`config.mk`:
```
export PLATFORM = sky130hd
export DESIGN_NAME = bfa_ctrl
export DESIGN_NICKNAME = d
export VERILOG_FILES = /design/src/sv/bfa_pkg.sv /design/src/sv/bfa_ctrl.sv
export SDC_FILE = /design/constraint.sdc
export NUM_CORES = 1
export LEC_CHECK = 0
export BUFFER_PORTS_ARGS = -buffer_cell sky130_fd_sc_hd__buf_4
export CORE_MARGIN = 2
export CORE_UTILIZATION = 50
export DETAILED_ROUTE_END_ITERATION = 12
export MAX_ROUTING_LAYER = met4
export PLACE_DENSITY = 0.74
export SYNTH_ARGS = -nofsm -noshare
export SYNTH_HDL_FRONTEND = slang
export SYNTH_SLANG_ARGS = --single-unit
```
`constraint.sdc`:
```
create_clock -name clk -period 2.3 [get_ports clk]
set_input_delay 0.115 -clock clk [delete_from_list [all_inputs] [get_ports clk]]
set_output_delay 0.115 -clock clk [all_outputs]
set_load 0.02 [all_outputs]
```
`src/sv/bfa_pkg.sv`:
```
// Shared types and codes for the bitmap frame allocator.
package bfa_pkg;
  localparam int KIND_W = 3;
  localparam int STATUS_W = 2;
  localparam int COUNT_W = 14;
  localparam int ADDR_W = 32;
  localparam int FADDR_W = 25;
  localparam logic [COUNT_W-1:0] COUNT_MAX = 14'h3FFF;

  localparam logic [KIND_W-1:0] KIND_ALLOC = 3'd0;
  localparam logic [KIND_W-1:0] KIND_FREE = 3'd1;
  localparam logic [KIND_W-1:0] KIND_MARK_ALL = 3'd2;
  localparam logic [KIND_W-1:0] KIND_MARK_USED = 3'd3;
  localparam logic [KIND_W-1:0] KIND_MARK_FREE = 3'd4;
  localparam logic [KIND_W-1:0] KIND_SEAL = 3'd5;

  localparam logic [STATUS_W-1:0] ST_DONE = 2'd0;
  localparam logic [STATUS_W-1:0] ST_NO_FRAME = 2'd1;
  localparam logic [STATUS_W-1:0] ST_IGNORED = 2'd2;

  localparam logic CFG_TRACKED = 1'b0;
  localparam logic CFG_RESERVE = 1'b1;

  // Controller to datapath commands.
  typedef struct packed {
    logic load;      // capture request and limits
    logic clr_ptr;   // restart the word pointer
    logic step;      // process one map word
    logic finish;    // apply result and count
    logic init_step; // one word of the fill sweep
  } bfa_cmd_t;

  // Datapath to controller status.
  typedef struct packed {
    logic last_word;
    logic hit;
    logic scan_kind;
  } bfa_stat_t;
endpackage

```
`src/sv/bfa_ctrl.sv`:
```
// Sequencer for the allocator: fill sweep, request scan and result handshake.
module bfa_ctrl #(
  parameter int MAX_FRAMES = 8192
) (
  input  logic clk,
  input  logic rst,
  input  logic in_valid,
  output logic in_ready,
  output logic out_valid,
  input  logic out_ready,
  input  bfa_pkg::bfa_stat_t stat,
  output bfa_pkg::bfa_cmd_t cmd,
  input  logic [2:0] kind
);
  import bfa_pkg::*;

  localparam int WORDS = (MAX_FRAMES + 63) / 64;
  localparam int WA = (WORDS > 1) ? $clog2(WORDS) : 1;

  typedef enum logic [5:0] {
    S_INIT = 6'b000001,
    S_IDLE = 6'b000010,
    S_SCAN = 6'b000100,
    S_DRAIN = 6'b001000,
    S_DONE = 6'b010000,
    S_OUT = 6'b100000
  } state_t;

  state_t state, state_next;
  logic [WA-1:0] icnt;
  logic alloc_scan;

  always_ff @(posedge clk) begin
    if (rst) begin
      state <= S_INIT;
      icnt <= '0;
      alloc_scan <= 1'b0;
    end else begin
      state <= state_next;
      if (state == S_INIT) icnt <= icnt + 1'b1;
      if (cmd.load) alloc_scan <= (kind == KIND_ALLOC);
    end
  end

  // One map word per cycle; an alloc stops once a free frame is seen.
  always_comb begin
    state_next = state;
    cmd = '0;
    in_ready = 1'b0;
    out_valid = 1'b0;
    case (state)
      S_INIT: begin
        cmd.init_step = 1'b1;
        if (icnt == WA'(WORDS - 1)) state_next = S_IDLE;
      end
      S_IDLE: begin
        in_ready = 1'b1;
        if (in_valid) begin
          cmd.load = 1'b1;
          cmd.clr_ptr = 1'b1;
          state_next = stat.scan_kind ? S_SCAN : S_DONE;
        end
      end
      S_SCAN: begin
        if (alloc_scan && stat.hit) state_next = S_DRAIN;
        else begin
          cmd.step = 1'b1;
          if (stat.last_word) state_next = S_DRAIN;
        end
      end
      S_DRAIN: state_next = S_DONE;
      S_DONE: begin
        cmd.finish = 1'b1;
        state_next = S_OUT;
      end
      S_OUT: begin
        out_valid = 1'b1;
        if (out_ready) state_next = S_IDLE;
      end
      default: state_next = S_IDLE;
    endcase
  end
endmodule
```
### Word level (Yosys, flattened, before mapping)

Cells that the tools add are included.

* $add $sub $neg: 1
* muxes and demuxes: 15
* equality and inequality tests: 11
* reduce and logical (&&, ||, !) cells: 3

Operators by type and width (count)
* $pmux 6 s6: 1
* $mux 6: 5
* $add 7x1->7 const B: 1
* $eq 7x7->1 const B: 1
* $eq 6x1->1 const B: 1
* $eq 6x2->1 const B: 1
* $eq 6x3->1 const B: 1
* $eq 6x4->1 const B: 1
* $eq 6x5->1 const B: 1
* $eq 6x6->1 const B: 1
* $mux 1: 6
* $mux 5: 1
* $mux 2: 2
* $ne 2x2->1 const B: 2
* $reduce_and 4->1: 1
* $logic_not 3->1: 1
* $ne 3x3->1 const B: 1
* $ne 2x1->1 const B: 1
* $logic_and 1x1->1: 1

* logic and storage cells: 33
* register bits: 14
* bits of input ports: 10

### Longest topological paths before layout

* depth in word-level cells: 3
* gate-level depth with buffers: 5

### Worst setup path after synthesis

OpenSTA, ideal clock, no wires.

* path type: flip-flop to flip-flop
* start point: register state[2]
* end point: register state[1]
* setup slack: 0.784 ns
* period minus slack after synthesis: 1.516 ns
* stages on the path, launching flop included: 6
* buffers on the path: 1
* data arrival time: 1.387 ns
* library setup time: 0.129 ns
* cells stage by stage: dfxtp_1 > clkbuf_1 > nor4_1 > o211ai_1 > a21boi_0 > a311oi_1

* cells in the longest elaborated chain, start to end: 3
* elaborated cells on any way between the ends: 12
* classes of those cells: eq/ne: 10; mux: 1; reduce/logical: 1

RTL lines
* start, declared: line bfa_ctrl.sv:29 `state_t state, state_next;`
* start signal, assigned: line bfa_ctrl.sv:39 `state <= state_next;`
* $eq 6x3->1, or another cell as far along: line bfa_ctrl.sv:51 `case (state)`
* $ne 3x3->1 (no line), or another cell as far along
* $reduce_and 4->1 (no line)

Parallel ways exist; a longest one is shown, timed or not.
A chain may end at the register's enable or synchronous reset.

==> impl_metrics.yaml <==
logic_synthesis:
  ys_seq_elements: 14
  ys_warn_count: 0
  async_flop_share_pct: 0
  syn_area_sq_um: 779
  synth_cell_types: 33
  synth_area_leaders: "dfxtp_1 (36%), nand2_1 (4.8%), nor2_1 (4.8%), nand3_1 (3.9%), xnor2_1 (3.4%)"
  avgSynthCellArea_sq_um: 8.29
  synth_top_cell_by_area: "dfxtp_1"
  netlist.area_leader.share_pct: 36.0
  netlist_instances: 94
  synth-main-ff-cell: "dfxtp_1"
  seq_area_frac_synth_pct: 36.0
  syn-num-nets: 105
  synth_edf_count: 0
global_route:
  overflow: 0
  grt_max_degree: 16
  grt_pass1_vias: 630
  track_usage_pct: 19.0
  antenna_found_initial: 0
  grt_pass1_wl_um: 2590
worst_setup_path:
  slowest_stage: "nor4_1"
  r2r_cells: 4
  crit_cells: 4
  worstPathArrival_ns: 1.67
  cp_max_fo: 11
  critical_path.cell_chain: "nor4_1 -> nand2_1 -> inv_1 -> buf_4"
  cp-start-kind: "register"
  crit_family: "simple AND/OR/NAND/NOR gates"
  r2r-start: "state[1]"
  critPathRequiredTime_ns: 2.18
  crit_path_max_incr_delay_ns: 0.55
  critPathLaunch: "state[1]"
  crit_type: "register to output port"
  worst-path-buf-inv: 2
  worstSetupEndpointType: "output port"
timing:
  worstMarginPinSlew_ns: 0.532
  fin_crit_ns: 1.79
  fin_skew_ns: 0.00688
  fin_setup_tns_ns: 0
  fmax_ghz: 0.560
  hold_viol_final: 0
  rsz0062_at_grt: "no"
  slew-limit-headroom_pct: 64.2
  drv_slew: 0
  setup_viol: 0
  min_period_over_period_pct: 77.7
  setup_ws_ns: 0.513
finish:
  n_antenna_cell: 0
  finalCoreUtilization_pct: 62.9
  final_cell_mix: "buf_4 (16), dfxtp_1 (14), nor2_1 (10), nand2_1 (10), nand3_1 (6)"
  syn2layout_area_growth_pct: 20.1
  drive_gt1_share_pct: 22.7
  n_fill_cell: 138
  final_common_cell: "buf_4"
  final_nets: 122
route:
  drtIter0Drc: 19
  viasPerCell: 5.67
  wl_per_cell_um: 12.5
  vias: 714
  ant_nets: 0
  route.detailed.drc: 0
  wl_um: 1570
  drt-pass1-iter-count: 4
power:
  pwr_density_cell_nw_per_um2: 639
  leakage_nw: 0.399
  vdd_drop_max_mv: 0.293
clock_tree:
  cts.sinks: 14
  cts_root_buf: "clkbuf_4"
  cts_made_buffers: 3
  clkTransAtPathRegs_ns: 0.08
  ctsHoldBuffers: 0
  postCtsSetupRepairBufs: 0
  cts_resized: 0
  clk_path_buf_depth: 2
  htreeDepth: 1
  clock_latency_ns: 0.28
  cts_tree: "yes"
job:
  cap_violations: 0
floorplanning:
  fp.dieH_um: 43.5
  rows: 14
  initial_core_util_pct: 52.4
  coreArea_sq_um: 1490
  pin_count: 17
  die_w_um: 43.5
  dieArea_sq_um: 1890
placed_design:
  io_buffers: 16
  place.gp.congestion: 0.862
  dp_slack_ns: 0.641
  dp_hpwl_um: 1180
hold_path:
  holdCritPathClass: "input pin to register"
  hold_path_depth: 3
  worstHoldStart: "kind[2]"
status:
  status: "completed"
## power by group
group	total (mW)	switching (mW)	internal [mW]
Combinational	0.131	0.0718	0.0596
Clock	0.176	0.0799	0.0962
Sequential	0.291	0.0283	0.262
## cells by family (layout without fill, tap and decap cells)
| group | Yosys count | in the layout | share of synthesized area, % |
|---|---|---|---|
| and+or+nand+nor | 52 | 52 | 41.1 |
| adders and majority gates | 1 | 1 | 1.60 |
| muxes | 1 | 1 | 1.28 |
| buffers and inverters | 8 | 24 | 4.49 |
| AOI/OAI and AO/OA | 12 | 12 | 8.83 |
| DFF | 14 | 14 | 36.0 |
| xor gates and xnor gates | 6 | 6 | 6.74 |
## metrics by stage
stage | cell area [sq um] | hold slack (ns) | cells | power [mW]
floorplan | 779 | 0.187 | 94 | 0.386
global placement | 900 | 0.386 | 122 | 0.423
detailed placement | 900 | 0.391 | 122 | 0.427
CTS | 936 | 0.0930 | 126 | 0.603
global route | 936 | 0.104 | 126 | 0.637
finish | 936 | 0.0989 | 126 | 0.598
## state kept, by name, summed over array words and instances, names as in the netlist
register and cells:
alloc_scan 1, state 6, icnt 7
## synthesized netlist by cell type (2+ instances only)
library cell and count:
nand4b_1 2, nor4_1 3, nor4_2 2, inv_1 4, clkbuf_1 2, o21ai_0 4, nand2b_1 3, nand3_1 6
xnor2_1 3, a21oi_1 5, nand2_1 10, xor2_1 3, nand4_1 3, nor2_1 10, dfxtp_1 14, nor3_1 3
## layer usage
| layer | global-route usage [%] | part of all wire [%] | up-vias |
|---|---|---|---|
| li1 | - | - | 372 |
| met1 | 20.8 | 46 | 316 |
| met2 | 31.9 | 47 | 22 |
| met3 | 2.50 | 4.3 | 4 |
| met4 | 12.7 | 2.7 | 0 |
| met5 | - | 0 | - |
## final cells by class
class	instances	area, sq um	share of cell area [%]
Tap cell	16	20.0	2.14
Multi-Input combinational cell	72	464	49.6
Inverter	4	15.0	1.60
Sequential cell	14	280	29.9
Timing Repair Buffer	16	120	12.8
Clock buffer	4	36.3	3.88
## final timing paths
kind,endpoint,slack (ns)
setup / recovery,cmd[0],0.51
hold / removal,alloc_scan,0.1
setup reg to reg,state[1],0.58
hold reg to reg,alloc_scan,0.48
## worst reg2reg max path: cells and delay by family (launching register included)
| kind | cells | cell delay [ns] |
|---|---|---|
| compound gates | 3 | 0.62 |
| simple gates | 1 | 0.55 |
| flops | 1 | 0.42 |
Power figures use the tool's default switching activity.
